### config.mk
export PLATFORM = sky130hd
export DESIGN_NAME = dbs_ram
export DESIGN_NICKNAME = d
export VERILOG_FILES = /design/src/hdl/dbs_ram.sv
export SDC_FILE = /design/constraint.sdc
export NUM_CORES = 1
export LEC_CHECK = 0
export BUFFER_PORTS_ARGS = -buffer_cell sky130_fd_sc_hd__buf_2
export CAP_MARGIN = 15
export CORE_UTILIZATION = 62
export CTS_CLUSTER_DIAMETER = 200
export DETAILED_ROUTE_END_ITERATION = 10
export PLACE_DENSITY = 0.86
export SKIP_CTS_REPAIR_TIMING = 1
export SLEW_MARGIN = 20
export SYNTH_ARGS = -nofsm -noshare
export SYNTH_HDL_FRONTEND = slang
export SYNTH_SLANG_ARGS = --single-unit
### constraint.sdc
create_clock -name clock -period 3.4 [get_ports clock]
set_input_delay 0.68 -clock clock [delete_from_list [all_inputs] [get_ports clock]]
set_output_delay 0.68 -clock clock [all_outputs]
set_load 0.01 [all_outputs]
### src/hdl/dbs_ram.sv
`timescale 1ns / 1ps
`default_nettype none
// -----------------------------------------------------------------------------
// dbs_ram
// Generic single write port, single read port RAM with registered read data.
// -----------------------------------------------------------------------------
module dbs_ram #(
   parameter int WIDTH = 8,
   parameter int DEPTH = 64
) (
   input  wire logic                                 clock,
   input  wire logic                                 wr_en,
   input  wire logic [(DEPTH > 1 ? $clog2(DEPTH) : 1)-1:0] wr_addr,
   input  wire logic [WIDTH-1:0]                     wr_data,
   input  wire logic                                 rd_en,
   input  wire logic [(DEPTH > 1 ? $clog2(DEPTH) : 1)-1:0] rd_addr,
   output logic      [WIDTH-1:0]                     rd_data
);

   logic [WIDTH-1:0] mem [DEPTH];

   always_ff @(posedge clock) begin
      if (wr_en) begin
         mem[wr_addr] <= wr_data;
      end
      if (rd_en) begin
         rd_data <= mem[rd_addr];
      end
   end

endmodule

`default_nettype wire

==> results.sh <==
export IMPL_status="finished, final reports clean"
export IMPL_grt_max_degree=65
export IMPL_dieArea_um2=33400
export IMPL_fin_total_pwr_mw=13.1
export IMPL_synth_area_um2=20200
export IMPL_reg2reg_depth=5
export IMPL_grt_pass1_vias=10600
export IMPL_numCtsBuffers=50
export IMPL_slowest_stage="buf_4"
export IMPL_synth_sequential_area_ratio_pct=77.1
export IMPL_critical_path_max_fanout=36
export IMPL_core_area_um2=31900
export IMPL_slowest_delay_ns=0.50
export IMPL_p_sw_share_pct=20.9
export IMPL_wl_met1_um=16800
export IMPL_fillers=1740
export IMPL_pwr_share_seq_pct=54.4
export IMPL_cts_sinks=520
export IMPL_grtUsageTotal_pct=30.0
export IMPL_crit_type="in2reg"
export IMPL_highest_layer="met4"
export IMPL_area_delta_synth_final_pct=12.9
export IMPL_drive_gt1_share_pct=28.8
export IMPL_period_share_pct=80.0
export IMPL_met2_length_um=23800
export IMPL_wl_met3_um=5270
export IMPL_crit_required_ns=3.69
export IMPL_fmax_mhz=368
export IMPL_ys_seq_elements=520
export IMPL_finClkSkew_ns=0.0257
export IMPL_syn_instance_count=940
export IMPL_drc=0
export IMPL_rows=65
export IMPL_yosys_most_used_dff="edfxtp_1"
export IMPL_hold_path_depth=1
export IMPL_drt_vias_per_instance=6.84
export IMPL_rrSetupSlack_ns=1.05
export IMPL_port_buffers=30
export IMPL_gp_congestion=0.897
export IMPL_h_tree_depth=2
export IMPL_post_route_min_period_ns=2.72
export IMPL_clkPwrFrac_pct=40.4
export IMPL_p_sw_mw=2.73
export IMPL_drt_pass1_iter_count=6
export IMPL_vias=10400
export IMPL_synth_edff_count=520
export IMPL_syn_nets=963
export IMPL_cp_start_kind="input port"
export IMPL_cts_max_path_buffers=3
export IMPL_antenna_found_initial=1
export IMPL_ant_nets=0
export IMPL_grt_pass1_wl_um=71000
export IMPL_ir_drop_v=0.000350
export IMPL_initial_utilization_pct=63.5
export IMPL_hold_path_startpoint="rd_en"
export IMPL_async_reset_ff_share_pct=0
export IMPL_tightest_slew_ns=1.18
export IMPL_yosys_warnings=0
export IMPL_p_leak_nw=7.27
export IMPL_rsz0062_at_grt="false"
export IMPL_drt_initial_drc_count=1580
export IMPL_clk_pin_slew_ns=0.07
export IMPL_cts_root_buf="clkbuf_16"
export IMPL_clk_latency_ns=0.57
export IMPL_fp_dieW_um=183
export IMPL_setup_violations=0
export IMPL_r2r_start="mem[20][4]"
export IMPL_wl_um=47900
export IMPL_hpwlAfterDp_um=27300
export IMPL_die_h_um=183
export IMPL_p_per_area_nw_per_um2=573
export IMPL_fin_tns_setup_ns=0
export IMPL_avgRoutedWirePerCell_um=31.4
export IMPL_arrival_ns=3.01
export IMPL_internal_power_mw=10.4
export IMPL_grt_overflow=0
export IMPL_io_pins=31
export IMPL_cap_violations=0
export IMPL_endpoint_kind="register"
export IMPL_hold_violations=0
export IMPL_yosysUniqueCellTypes=39
export IMPL_comb_power_share_pct=5.2
export IMPL_worstSetupStartpoint="rd_addr[1]"
export IMPL_nNetsFinal=1074
export IMPL_max_slew_margin_pct=21.5
export IMPL_crit_chain="buf_4, buf_4, mux4_2, mux4_2, o21ai_1, o41ai_1"
export IMPL_hold_class="in2reg"
export IMPL_drv_slew=0
export IMPL_synth_area_per_cell_um2=21.5
export IMPL_tritoncts="done"
==> sequential cells by signal (all words and copies together) (netlist names) <==
name,flops
rd_data,8
mem,512
==> power groups by stage <==
stage / clock network (mW) / logic (mW) / registers, mW
floorplan: 0 / 0.378 / 7.26
global placement: 0 / 0.630 / 7.26
detailed placement: 0 / 0.658 / 7.27
CTS: 5.31 / 0.675 / 7.13
global route: 5.55 / 0.711 / 7.13
finish: 5.29 / 0.684 / 7.13
==> cell usage after synthesis, types with 2 or more instances <==
master / instances / share of area, %
mux2i_1: 23 / 1.1
a21oi_1: 3 / 0.074
buf_12: 2 / 0.20
o221a_2: 2 / 0.11
edfxtp_1: 520 / 77
nand3b_1: 3 / 0.11
nand2b_1: 7 / 0.22
o32ai_1: 2 / 0.087
mux2_2: 13 / 0.72
nor2_1: 83 / 1.5
buf_1: 4 / 0.074
buf_4: 13 / 0.48
o2111ai_1: 3 / 0.13
o41ai_1: 2 / 0.087
a22oi_1: 3 / 0.11
nand4_1: 2 / 0.062
o21a_1: 2 / 0.074
clkbuf_1: 17 / 0.32
nor3_1: 7 / 0.17
nor4_1: 2 / 0.062
buf_6: 4 / 0.22
nand2_1: 19 / 0.35
o21ai_0: 2 / 0.049
a2111oi_0: 2 / 0.087
nor2b_1: 14 / 0.43
o21ai_1: 2 / 0.049
a211oi_1: 4 / 0.15
nand3_1: 13 / 0.32
mux4_2: 126 / 14
buf_2: 11 / 0.27
o221ai_1: 8 / 0.35
o22ai_1: 8 / 0.25
a221oi_1: 6 / 0.26
o2bb2ai_1: 3 / 0.13
==> kinds of logic (layout without fill, tap and decap cells) <==
| group | after synthesis | in the layout | share of synthesized area [%] |
|---|---|---|---|
| mux | 162 | 162 | 15.9 |
| buf+inv | 51 | 200 | 1.56 |
| flops | 520 | 520 | 77.1 |
| other cells | 0 | 1 | 0 |
| compound gates | 54 | 54 | 2.06 |
| simple gates | 153 | 153 | 3.37 |
==> worst max-delay path: cells and delay by family <==
| family | cells | cell delay (ns) |
|---|---|---|
| buf+inv | 2 | 0.93 |
| mux | 2 | 0.86 |
| compound gates | 2 | 0.51 |
==> path summary, 6_finish.rpt <==
kind,endpoint
hold reg to reg,rd_data[0]
setup / recovery,rd_data[3]
setup reg to reg,rd_data[4]
hold / removal,rd_data[0]
==> layout by cell type (no fill, tap or decap), types with 12 or more instances in the layout <==
cell type and count:
mux2i_1 23, mux4_2 126, buf_4 83, nor2_1 83, nand2_1 19, clkinv_1 15
clkbuf_1 12, buf_2 21, edfxtp_1 520, nand3_1 13, nor2b_1 14, mux2_2 13
clkbuf_16 50
==> area by class of cell <==
type	instances	area [um^2]	area share, %
Timing Repair Buffer	110	842	3.68
Multi-Input combinational cell	369	4320	18.9
Clock buffer	62	1300	5.67
Clock inverter	28	238	1.04
Tap cell	435	544	2.38
Sequential cell	520	15600	68.3
Antenna cell	1	2.50	0.0109
==> routing by layer <==
layer	global-route usage [%]	up-vias
li1	-	4140
met1	40.7	5273
met2	49.1	868
met3	5.31	149
met4	12.2	0
met5	0	-
==> per-stage QoR <==
step / hold WS (ns) / utilization, % / instance area [um^2] / setup slack, ns / instances
2_1_floorplan: 0.779 / - / 20200 / 0.914 / 940
3_3_place_gp: 0.902 / 66.8 / 21300 / 0.319 / 1434
3_5_place_dp: 0.915 / 66.8 / 21300 / 0.258 / 1434
4_1_cts: 0.487 / 71.6 / 22800 / 0.766 / 1524
5_1_grt: 0.495 / 71.7 / 22900 / 0.692 / 1524
6_report: 0.506 / 71.7 / 22900 / 0.680 / 1525
Note: power is estimated with default switching activity, not from simulation.
