### src/hdl/dbs_pkg.sv
`timescale 1ns / 1ps
`default_nettype none
// -----------------------------------------------------------------------------
// dbs_pkg
// Shared types and constants of the depth bucket sorter.
// -----------------------------------------------------------------------------
package dbs_pkg;

   localparam int DEPTH_W    = 32;
   localparam int KIND_W     = 3;
   localparam int PAYLOAD_W  = 32;
   localparam int STATUS_W   = 3;
   localparam int FREE_W     = 7;
   localparam int DMAX_W     = 31;
   localparam int SCALE_W    = 33;
   localparam int PROD_W     = DMAX_W + SCALE_W;
   localparam int CSR_IDX_W  = 1;
   localparam int CSR_DATA_W = 33;

   typedef enum logic [STATUS_W-1:0] {
      ST_STORED   = 3'd0,
      ST_RANGE    = 3'd1,
      ST_FULL     = 3'd2,
      ST_OVERFLOW = 3'd3,
      ST_DRAINED  = 3'd4
   } status_type;

   typedef enum logic [CSR_IDX_W-1:0] {
      CSR_DEPTH_MAX   = 1'd0,
      CSR_DEPTH_SCALE = 1'd1
   } csr_index_type;

endpackage

`default_nettype wire

### src/hdl/dbs_mul.sv
`timescale 1ns / 1ps
`default_nettype none
// -----------------------------------------------------------------------------
// dbs_mul
// Two-pass multiplier: one 16 x 33 bit unit forms the low and high halves of
// depth times scale and accumulates them.
// -----------------------------------------------------------------------------
module dbs_mul (
   input  wire logic                         clock,
   input  wire logic                         reset,
   input  wire logic                         start,
   input  wire logic [dbs_pkg::DMAX_W-1:0]   op_a,
   input  wire logic [dbs_pkg::SCALE_W-1:0]  op_b,
   output logic                              done,
   output logic      [dbs_pkg::PROD_W-1:0]   prod
);

   typedef enum logic {M_IDLE, M_HIGH} mstate_type;

   mstate_type                         state_ff;
   logic                               done_ff;
   logic [dbs_pkg::PROD_W-1:0]         acc_ff;
   logic [15:0]                        part;
   logic [15+dbs_pkg::SCALE_W:0]       partial;

   always_comb begin
      part    = (state_ff == M_HIGH) ? {1'b0, op_a[30:16]} : op_a[15:0];
      partial = part * op_b;
   end

   always_ff @(posedge clock) begin
      if (reset) begin
         state_ff <= M_IDLE;
         done_ff  <= 1'b0;
      end else begin
         done_ff <= 1'b0;
         case (state_ff)
            M_IDLE: begin
               if (start) begin
                  acc_ff   <= {15'd0, partial};
                  state_ff <= M_HIGH;
               end
            end
            M_HIGH: begin
               acc_ff   <= acc_ff + {partial[47:0], 16'd0};
               done_ff  <= 1'b1;
               state_ff <= M_IDLE;
            end
            default: state_ff <= M_IDLE;
         endcase
      end
   end

   assign done = done_ff;
   assign prod = acc_ff;

endmodule

`default_nettype wire

### config.mk
export PLATFORM = sky130hd
export DESIGN_NAME = dbs_mul
export DESIGN_NICKNAME = d
export VERILOG_FILES = /design/src/hdl/dbs_pkg.sv /design/src/hdl/dbs_mul.sv
export SDC_FILE = /design/constraint.sdc
export NUM_CORES = 1
export LEC_CHECK = 0
export BUFFER_PORTS_ARGS = -buffer_cell sky130_fd_sc_hd__buf_2
export CORE_UTILIZATION = 40
export DETAILED_ROUTE_END_ITERATION = 8
export PLACE_DENSITY_LB_ADDON = 0.1
export SETUP_SLACK_MARGIN = 0.05
export SKIP_LAST_GASP = 1
export SYNTH_ARGS = -nofsm -noshare
export SYNTH_HDL_FRONTEND = slang
export SYNTH_SLANG_ARGS = --single-unit
### constraint.sdc
create_clock -name clock -period 13.07 [get_ports clock]
set_input_delay 2.614 -clock clock [delete_from_list [all_inputs] [get_ports clock]]
set_output_delay 2.614 -clock clock [all_outputs]
set_load 0.01 [all_outputs]
==> results of run 1 <==
==> synth_stat cells, drive strengths merged, types with 4 or more instances <==
library cell and instances:
nor3 13, xnor2 63, a21o 67, nand2 413
a31oi 15, nand4 24, mux2 30, edfxtp 64
ha 171, nor2b 14, o21a 8, o31ai 4
xor2 29, fa 433, inv 507, a21oi 104
and3 17, o21bai 20, o21ai 63, nand3 16
nand2b 6, clkbuf 120, a41oi 4, and2 197
nor2 57, a211oi 6
==> stage by stage <==
step | setup slack, ps | instances | utilization, % | hold WS (ps) | area [µm²]
finish | 1660 | 3234 | 43.2 | 771 | 23400
global route | 1030 | 3234 | 43.2 | 812 | 23400
CTS | 1630 | 3234 | 43.2 | 801 | 23400
detailed placement | 1290 | 3218 | 42.7 | 784 | 23100
global placement | 1420 | 3218 | 42.7 | 772 | 23100
floorplan | 2770 | 2507 | - | 745 | 21900
==> state kept, by name, summed over array words and instances, names as in the netlist <==
register and cells:
done 1, state_ff 1, prod 64
==> critical path: cells and delay by family <==
family,cells,cell delay [ps]
fa+ha+maj,8,3760
xor+xnor,2,490
simple gates,5,630
buf+inv,7,390
mux,1,730
compound gates,12,2810
==> final cells by class <==
cell class | count | area share (%)
Clock buffer | 9 | 0.964
Clock inverter | 7 | 0.327
Inverter | 507 | 8.15
Multi-Input combinational cell | 1811 | 75.4
Sequential cell | 66 | 8.40
Tap cell | 696 | 3.73
Timing Repair Buffer | 138 | 3.03
==> kinds of logic after synthesis <==
family / after synthesis / synth area share (%)
and+or+nand+nor: 766 / 16.4
adders and majority gates: 604 / 49.3
buffers and inverters: 630 / 10.8
DFF: 66 / 8.95
AOI/OAI and AO/OA: 319 / 9.39
muxes: 30 / 1.54
xor gates and xnor gates: 92 / 3.67
==> how the worst max path moves through the flow <==
stage,depth (start not counted),endpoint
2_1_floorplan,35,prod[63]$_SDFFCE_PN0P_
3_3_place_gp,35,prod[62]$_SDFFCE_PN0P_
3_5_place_dp,35,prod[62]$_SDFFCE_PN0P_
4_1_cts,35,prod[62]$_SDFFCE_PN0P_
5_1_grt,35,prod[62]$_SDFFCE_PN0P_
6_report,35,prod[62]$_SDFFCE_PN0P_
==> metal layers <==
metal | global-route usage, % | share of wire, %
met5 | 0 | 0
met4 | 7.48 | 3.3
met3 | 1.74 | 3.0
met2 | 41.5 | 52
met1 | 29.2 | 42
==> results_tabular.tex, run 1 <==
\begin{tabular}{lr}
\hline
Metric & Value \\
\hline
\multicolumn{2}{l}{\textbf{Critical path}} \\
Reg2reg path depth & 34 \\
R2R Path End & prod[62]\$\_SDFFCE\_PN0P\_ \\
Setup crit start kind & input port \\
Startpoint-to-endpoint class of the critical path & in -> reg \\
Critical Path Max Stage Delay & 730 ps \\
Largest driver fanout on the critical path & 33 \\
Crit. End Element & flip-flop \\
Required time at the worst-slack endpoint & 13,150 ps \\
Startpoint of the most critical setup path & op\_a[23] \\
Critical register-to-register path startpoint & state\_ff\$\_SDFF\_PN0\_ \\
Arrival time worst endpoint & 11,490 ps \\
Worst reg-to-reg setup slack & 2680 ps \\
Critical-path cell with the highest stage delay & mux2\_2 \\
\multicolumn{2}{l}{\textbf{STA}} \\
Worst-Margin Slew & 967 ps \\
Final number of setup-violating endpoints & 0 \\
RSZ-0062 raised after global routing & no \\
Final cycle utilization of the critical path & 87.3\% \\
Post-route setup TNS & 0 ps \\
Headroom to the max-slew limit & 35.3\% \\
Slew Viols, Final & 0 \\
Final-report hold violation count & 0 \\
Fin crit period & 11,410 ps \\
Highest clock rate & 0.0876 GHz \\
Max Clock Skew & 7.30 ps \\
\multicolumn{2}{l}{\textbf{Placement}} \\
GPL Wtd Cong & 0.898 \\
Post-DP HPWL & 50,200 µm \\
I/O Buffers & 131 \\
\multicolumn{2}{l}{\textbf{Detailed routing}} \\
Via density per instance & 5.24 \\
DR iter-0 viols & 704 \\
Routed wire length & 62,000 µm \\
Pre-Repair DR Iteration Count & 5 \\
Antenna-violating nets left & 0 \\
Routed wire per std cell & 19.2 µm \\
Remaining DRCs & 0 \\
Total via count after detailed routing & 16,900 \\
\multicolumn{2}{l}{\textbf{Logic synthesis}} \\
Fraction of synthesis flops using an asynchronous set or reset pin & 0\% \\
Top-area cell type share of the netlist area & 39.5\% \\
Area contributors post-synth & fa\_1 (40\%), ha\_1 (9.8\%), edfxtp\_1 (8.8\%), inv\_1 (8.7\%), nand2\_1 (7.1\%) \\
Synthesized area per cell & 8.75 µm² \\
Post-synthesis cell count & 2,507 \\
Largest area contributor in the netlist & fa\_1 \\
Yosys warns & 0 \\
Cell area after synthesis & 21,900 µm² \\
Number of synthesized flops with an enable pin & 64 \\
Portion of the post-synthesis area used by sequential elements & 8.95\% \\
Number of flip-flops and latches in the synthesized netlist & 66 \\
Post-synthesis net count & 3,178 \\
Post-synth top flop & edfxtp\_1 \\
Number of different library cells in the post-synthesis netlist & 58 \\
\multicolumn{2}{l}{\textbf{GRT}} \\
Wire length of the first global-routing pass & 100,000 µm \\
Global route overflow & 0 \\
Maximum number of pins on one net before global-route repair & 57 \\
Antenna violations before repair & 0 \\
Number of global-route vias before repair & 18,300 \\
Global-route total usage across every layer & 23.0\% \\
\multicolumn{2}{l}{\textbf{Clock tree}} \\
Clock tree from TritonCTS & done \\
Post-CTS Hold Fix Bufs & 0 \\
Number of buffers inserted by post-CTS setup repair & 0 \\
Max Root-Sink Buffers & 2 \\
CTS clk-pin slew, worst paths & 60 ps \\
Number of clock buffers inserted by TritonCTS & 9 \\
Post-CTS Resized & 0 \\
Worst-skew pair later-pin latency & 350 ps \\
Root buffer selected by CTS & clkbuf\_16 \\
Count of H-tree levels built during CTS & 3 \\
CTS sink count & 66 \\
\multicolumn{2}{l}{\textbf{Floorplanning}} \\
Area inside the core boundary & 54,000 µm² \\
Die H & 236 µm \\
Area of the die & 55,800 µm² \\
Count of standard-cell rows & 85 \\
Initial standard-cell utilization of the core & 40.6\% \\
Width of the chip & 236 µm \\
\# IOs & 132 \\
\multicolumn{2}{l}{\textbf{Hold path}} \\
Hold Crit Start & prod[16]\$\_DFFE\_PP\_ \\
Classification of the worst-slack hold path & reg -> reg \\
Number of cells on the worst hold path & 2 \\
Endpoint with the worst hold slack & prod[16]\$\_DFFE\_PP\_ \\
\multicolumn{2}{l}{\textbf{Outcome}} \\
Run status & completed \\
\multicolumn{2}{l}{\textbf{Cells and area}} \\
Total area of multi-input combinational cells & 17,600 µm² \\
Inserted Diodes & 0 \\
Number of nets at the end of the flow & 3,204 \\
Layout overhead on the synthesized area & 6.54\% \\
Leading cell type in the layout, fill and taps excluded & inv\_1 \\
Fill cell count & 5,457 \\
Register Area & 1960 µm² \\
Layout cells sized above 1 & 7.76\% \\
Most frequent cells in the layout & inv\_1 (507), fa\_1 (433), nand2\_1 (413) \\
\multicolumn{2}{l}{\textbf{Flow run}} \\
\# Max-Cap Violations & 0 \\
\hline
\end{tabular}
Power of run 1 is not shown: default switching activity piles up to over one toggle a cycle in this logic, so the estimate is an artifact.
==> inputs of run 2 (changes only) <==
--- a/config.mk
+++ b/config.mk
@@ -8,7 +8,8 @@
 export BUFFER_PORTS_ARGS = -buffer_cell sky130_fd_sc_hd__buf_2
 export CORE_UTILIZATION = 40
 export DETAILED_ROUTE_END_ITERATION = 8
-export PLACE_DENSITY_LB_ADDON = 0.1
+export GPL_TIMING_DRIVEN = 0
+export MAX_ROUTING_LAYER = met4
 export SETUP_SLACK_MARGIN = 0.05
 export SKIP_LAST_GASP = 1
 export SYNTH_ARGS = -nofsm -noshare
==> run 2 against run 1 <==
  * Non-clock buffer count up 118
  * Sequential share of layout area down 0.16 points
  * Final area up 1.8%
  * Worst hold slack better by 16 ps
  * Cell count up 3.8%
  * Count of clock-buffer cells in the layout unchanged
  * Register-to-register slack worse by 700 ps
  * Via count up 5.2%
  * First-iteration DRC count up 70%
  * Sequential cell count unchanged
  * Critical path type unchanged
  * Critical endpoint unchanged
==> results_tabular.tex, run 2 (same netlist as run 1, synthesis figures left out) <==
\begin{tabular}{lr}
\hline
Metric & Value \\
\hline
\multicolumn{2}{l}{\textbf{Outcome}} \\
Run status & completed \\
\multicolumn{2}{l}{\textbf{GRT}} \\
Number of global-route vias before repair & 18,500 \\
Global-route total usage across every layer & 25.5\% \\
GRT met3 Usage & 2.62\% \\
Met2 Track Usage GR & 41.8\% \\
Maximum number of pins on one net before global-route repair & 30 \\
Global route overflow & 0 \\
Wire length of the first global-routing pass & 106,000 µm \\
Antenna violations before repair & 4 \\
Global Route met1 Usage & 32.3\% \\
Gr busiest metal & met2 \\
\multicolumn{2}{l}{\textbf{Critical path}} \\
Worst reg-to-reg setup slack & 1980 ps \\
Startpoint of the most critical setup path & op\_a[15] \\
Largest driver fanout on the critical path & 10 \\
Setup crit start kind & input port \\
Critical-path cell with the highest stage delay & nor2b\_1 \\
Crit. End Element & flip-flop \\
Critical path buffer and inverter count & 6 \\
Critical register-to-register path startpoint & state\_ff\$\_SDFF\_PN0\_ \\
Startpoint-to-endpoint class of the critical path & in -> reg \\
Instance count on the critical path & 34 \\
Top cell by count, worst path & fa\_1 \\
Arrival time worst endpoint & 12,490 ps \\
Required time at the worst-slack endpoint & 13,150 ps \\
Reg2reg path depth & 34 \\
End point of the critical path & prod[62]\$\_SDFFCE\_PN0P\_ \\
R2R Path End & prod[62]\$\_SDFFCE\_PN0P\_ \\
Family of cells with the greatest summed delay on the critical path & adder cells \\
Critical Path Max Stage Delay & 990 ps \\
\multicolumn{2}{l}{\textbf{STA}} \\
Max Clock Skew & 7.87 ps \\
RSZ-0062 raised after global routing & no \\
Worst-Margin Slew & 1300 ps \\
Final number of setup-violating endpoints & 0 \\
Post-route setup TNS & 0 ps \\
Worst Hold Margin & 787 ps \\
Headroom to the max-slew limit & 12.8\% \\
Final-report hold violation count & 0 \\
Highest clock rate & 0.0806 GHz \\
Final cycle utilization of the critical path & 95.0\% \\
Slew Viols, Final & 0 \\
Fin crit period & 12,410 ps \\
\multicolumn{2}{l}{\textbf{Clock tree}} \\
Max Root-Sink Buffers & 2 \\
Post-CTS Resized & 0 \\
Count of H-tree levels built during CTS & 3 \\
Number of buffers inserted by post-CTS setup repair & 0 \\
Root buffer selected by CTS & clkbuf\_16 \\
CTS sink count & 66 \\
Post-CTS Hold Fix Bufs & 0 \\
CTS clk-pin slew, worst paths & 60 ps \\
Worst-skew pair later-pin latency & 350 ps \\
Number of clock buffers inserted by TritonCTS & 9 \\
Clock tree from TritonCTS & done \\
\multicolumn{2}{l}{\textbf{Detailed routing}} \\
Routed wire per std cell & 20.2 µm \\
Antenna-violating nets left & 0 \\
Pre-Repair DR Iteration Count & 6 \\
Via density per instance & 5.30 \\
Total via count after detailed routing & 17,800 \\
Remaining DRCs & 0 \\
DR iter-0 viols & 1,199 \\
Routed wire length & 67,900 µm \\
\multicolumn{2}{l}{\textbf{Placement}} \\
I/O Buffers & 131 \\
Area post-placement & 23,500 µm² \\
GPL Wtd Cong & 0.940 \\
Post-DP HPWL & 57,300 µm \\
\multicolumn{2}{l}{\textbf{Floorplanning}} \\
Width of the chip & 236 µm \\
Initial standard-cell utilization of the core & 40.6\% \\
Die H & 236 µm \\
Count of standard-cell rows & 85 \\
Area inside the core boundary & 54,000 µm² \\
\# IOs & 132 \\
Area of the die & 55,800 µm² \\
\multicolumn{2}{l}{\textbf{Cells and area}} \\
Layout cells sized above 1 & 7.12\% \\
Layout overhead on the synthesized area & 8.50\% \\
Most frequent cells in the layout & inv\_1 (507), fa\_1 (433), nand2\_1 (413) \\
Number of nets at the end of the flow & 3,322 \\
Core utilization of the finished layout & 44.0\% \\
Flip-flop count of the largest register after layout & 64 \\
Final standard cell area without fillers & 23,800 µm² \\
Leading cell type in the layout, fill and taps excluded & inv\_1 \\
\multicolumn{2}{l}{\textbf{Flow run}} \\
\# Max-Cap Violations & 0 \\
\multicolumn{2}{l}{\textbf{Hold path}} \\
Classification of the worst-slack hold path & reg -> reg \\
\hline
\end{tabular}
[run 2: cell count changes in the layout (fill, tap and decap cells not counted), moves of 3 or more]
| cell | change |
|---|---|
| clkbuf_1 | +120 |
| buf_4 | -7 |
| buf_1 | +3 |
| diode_2 | +6 |
[run 2: cell type report]
cell class	instances	area [µm²]
diodes	6	15.0
clock inverters	7	52.6
multi-input cells	1811	17600
plain buffers	123	462
inverters	507	1900
well taps	696	871
fillers	5367	30200
repair buffers	133	687
clock buffers	9	225
flip-flops and latches	66	1960
[run 2: per-layer routing]
| layer | vias to the layer above | wire [µm] |
|---|---|---|
| met5 | - | 0 |
| met4 | 0 | 2930 |
| met3 | 142 | 3900 |
| met2 | 588 | 33200 |
| met1 | 9095 | 27800 |
| li1 | 7986 | - |
[run 2: worst register-to-register path, delay by kind of cell, from the launching register on]
kind / cells / cell delay [ps]
flip-flops: 1 / 340
AND/OR/NAND/NOR: 6 / 1910
adder cells (fa/ha/maj): 8 / 3570
buffers and inverters: 6 / 1600
AO/OA/AOI/OAI: 12 / 2830
XOR/XNOR: 2 / 590
[run 2: through the flow]
| stage | instances | setup WS (ps) |
|---|---|---|
| 2_1_floorplan | 2507 | 2770 |
| 5_1_grt | 3355 | 265 |
| 3_5_place_dp | 3336 | 474 |
| 6_report | 3358 | 659 |
| 3_3_place_gp | 3334 | 392 |
| 4_1_cts | 3352 | 783 |
[run 2: worst min-delay path by stage]
stage	startpoint	endpoint	slack [ps]	depth (start not counted)
6_report	prod[16]$_DFFE_PP_	prod[16]$_DFFE_PP_	790	2
5_1_grt	prod[16]$_DFFE_PP_	prod[16]$_DFFE_PP_	810	2
4_1_cts	prod[16]$_DFFE_PP_	prod[16]$_DFFE_PP_	800	2
3_5_place_dp	prod[16]$_DFFE_PP_	prod[16]$_DFFE_PP_	780	2
3_3_place_gp	prod[16]$_DFFE_PP_	prod[16]$_DFFE_PP_	760	2
2_1_floorplan	prod[16]$_DFFE_PP_	prod[16]$_DFFE_PP_	750	2
Power of run 2 is left out for the same reason.
==> inputs of run 3 (changes only) <==
--- a/config.mk
+++ b/config.mk
@@ -5,11 +5,12 @@
 export SDC_FILE = /design/constraint.sdc
 export NUM_CORES = 1
 export LEC_CHECK = 0
-export BUFFER_PORTS_ARGS = -buffer_cell sky130_fd_sc_hd__buf_2
 export CORE_UTILIZATION = 40
 export DETAILED_ROUTE_END_ITERATION = 8
+export DONT_BUFFER_PORTS = 1
 export GPL_TIMING_DRIVEN = 0
 export MAX_ROUTING_LAYER = met4
+export REMOVE_ABC_BUFFERS = 1
 export SETUP_SLACK_MARGIN = 0.05
 export SKIP_LAST_GASP = 1
 export SYNTH_ARGS = -nofsm -noshare
==> run 3 against run 2 <==
  * Fmax is 7.0% higher
  * Sequential share of layout area is 0.40 points higher
  * Non-clock buffer count is 252 lower
  * Sequential cell count stayed put
  * Core utilization is 2.0 points lower
  * Global-route usage is 2.6 points lower
  * Register-to-register slack better by 840 ps
  * Die area stayed put
  * Largest cell class unchanged
==> results_tabular.tex, run 3 (same netlist as run 1, synthesis figures left out) <==
\begin{tabular}{lr}
\hline
Metric & Value \\
\hline
\multicolumn{2}{l}{\textbf{Critical path}} \\
Crit. End Element & flip-flop \\
Family of cells with the greatest summed delay on the critical path & adder cells \\
Critical Path Max Stage Delay & 880 ps \\
R2R Path End & prod[62]\$\_SDFFCE\_PN0P\_ \\
Arrival time worst endpoint & 11,690 ps \\
Critical register-to-register path startpoint & state\_ff\$\_SDFF\_PN0\_ \\
Startpoint-to-endpoint class of the critical path & in -> reg \\
Required time at the worst-slack endpoint & 13,170 ps \\
Critical path buffer and inverter count & 6 \\
Worst reg-to-reg setup slack & 2820 ps \\
Largest driver fanout on the critical path & 33 \\
Setup crit start kind & input port \\
Reg2reg path depth & 35 \\
Critical-path cell with the highest stage delay & mux2\_2 \\
\multicolumn{2}{l}{\textbf{Cells and area}} \\
Core utilization of the finished layout & 42.0\% \\
Most frequent cells in the layout & inv\_1 (506), fa\_1 (433), nand2\_1 (413) \\
Layout cells sized above 1 & 2.50\% \\
Inserted Diodes & 0 \\
Flip-flop count of the largest register after layout & 64 \\
Number of nets at the end of the flow & 3,070 \\
Final std cells w/o fill & 3,100 \\
Layout overhead on the synthesized area & 3.57\% \\
Final standard cell area without fillers & 22,700 µm² \\
Leading cell type in the layout, fill and taps excluded & inv\_1 \\
\multicolumn{2}{l}{\textbf{Clock tree}} \\
Number of clock buffers inserted by TritonCTS & 9 \\
Count of H-tree levels built during CTS & 3 \\
Clock tree from TritonCTS & done \\
Number of buffers inserted by post-CTS setup repair & 0 \\
Root buffer selected by CTS & clkbuf\_16 \\
Worst-skew pair later-pin latency & 350 ps \\
CTS clk-pin slew, worst paths & 50 ps \\
Post-CTS Resized & 0 \\
Post-CTS Hold Fix Bufs & 0 \\
Max Root-Sink Buffers & 2 \\
CTS sink count & 66 \\
\multicolumn{2}{l}{\textbf{Detailed routing}} \\
DR iter-0 viols & 774 \\
Pre-Repair DR Iteration Count & 5 \\
Via density per instance & 5.36 \\
Antenna-violating nets left & 0 \\
Total via count after detailed routing & 16,600 \\
Remaining DRCs & 0 \\
Routed wire length & 60,000 µm \\
Routed wire per std cell & 19.3 µm \\
\multicolumn{2}{l}{\textbf{STA}} \\
Post-route setup TNS & 0 ps \\
Final cycle utilization of the critical path & 88.7\% \\
Max Clock Skew & 5.28 ps \\
Highest clock rate & 0.0862 GHz \\
RSZ-0062 raised after global routing & no \\
Headroom to the max-slew limit & 26.2\% \\
Final-report hold violation count & 0 \\
Slew Viols, Final & 0 \\
Fin crit period & 11,600 ps \\
Worst-Margin Slew & 1110 ps \\
Final number of setup-violating endpoints & 0 \\
\multicolumn{2}{l}{\textbf{Flow run}} \\
\# Max-Cap Violations & 0 \\
\multicolumn{2}{l}{\textbf{GRT}} \\
Number of global-route vias before repair & 17,600 \\
Global route overflow & 0 \\
Global-route total usage across every layer & 22.8\% \\
Antenna violations before repair & 3 \\
Wire length of the first global-routing pass & 96,900 µm \\
Maximum number of pins on one net before global-route repair & 37 \\
\multicolumn{2}{l}{\textbf{Placement}} \\
I/O Buffers & 0 \\
GPL Wtd Cong & 0.891 \\
Area post-placement & 22,400 µm² \\
Post-DP HPWL & 46,200 µm \\
Number of placed cells counting well taps & 3,084 \\
\multicolumn{2}{l}{\textbf{Floorplanning}} \\
Area of the die & 55,800 µm² \\
Die H & 236 µm \\
Count of standard-cell rows & 85 \\
Width of the chip & 236 µm \\
Initial standard-cell utilization of the core & 40.6\% \\
Area inside the core boundary & 54,000 µm² \\
\# IOs & 132 \\
\multicolumn{2}{l}{\textbf{Hold path}} \\
Classification of the worst-slack hold path & reg -> reg \\
Hold Crit Start & state\_ff\$\_SDFF\_PN0\_ \\
Endpoint with the worst hold slack & state\_ff\$\_SDFF\_PN0\_ \\
Number of cells on the worst hold path & 1 \\
\multicolumn{2}{l}{\textbf{Outcome}} \\
Run status & completed \\
\hline
\end{tabular}
-- run 3: changes by cell type in the layout (fill, tap and decap cells not counted), sizes merged --
cell	delta
diode	-6
inv	-2
clkinvlp	-3
buf	-132
bufinv	+1
clkbuf	-116
-- run 3: worst max-delay path by stage --
stage | startpoint | end | cells after the start
2_1_floorplan | op_a[15] | prod[63]$_SDFFCE_PN0P_ | 31
3_3_place_gp | op_a[15] | prod[62]$_SDFFCE_PN0P_ | 31
3_5_place_dp | op_a[23] | prod[62]$_SDFFCE_PN0P_ | 34
4_1_cts | op_a[23] | prod[62]$_SDFFCE_PN0P_ | 34
5_1_grt | op_a[23] | prod[62]$_SDFFCE_PN0P_ | 34
6_report | op_a[23] | prod[62]$_SDFFCE_PN0P_ | 34
-- run 3: worst reg2reg max path, delay by kind of cell (launching register included) --
family                   cells  cell delay [ps]
adder cells (fa/ha/maj)      8             3860
AO/OA/AOI/OAI               12             2780
multiplexers                 1              970
AND/OR/NAND/NOR              5              660
buffers and inverters        7              600
XOR/XNOR                     2              590
flip-flops                   1              560
-- run 3: stage by stage --
stage	hold slack, ps	setup WS, ps
finish	699	1470
global route	741	865
CTS	710	1500
detailed placement	697	1150
global placement	824	261
floorplan	745	2640
-- run 3: layout make-up --
| cell class | instances | area [µm²] |
|---|---|---|
| multi-input cells | 1811 | 17600 |
| well taps | 696 | 871 |
| flip-flops and latches | 66 | 1960 |
| fillers | 5339 | 31300 |
| inverters | 507 | 1900 |
| clock inverters | 3 | 40.0 |
| repair buffers | 4 | 71.3 |
| clock buffers | 13 | 240 |
-- run 3: layer usage --
metal	GRT usage [%]	vias to the layer above	wire length [µm]
li1	-	7483	-
met1	28.4	8573	24800
met2	39.2	456	30600
met3	2.69	92	3020
met4	6.16	0	1570
met5	-	-	0
Power of run 3 is left out for the same reason.
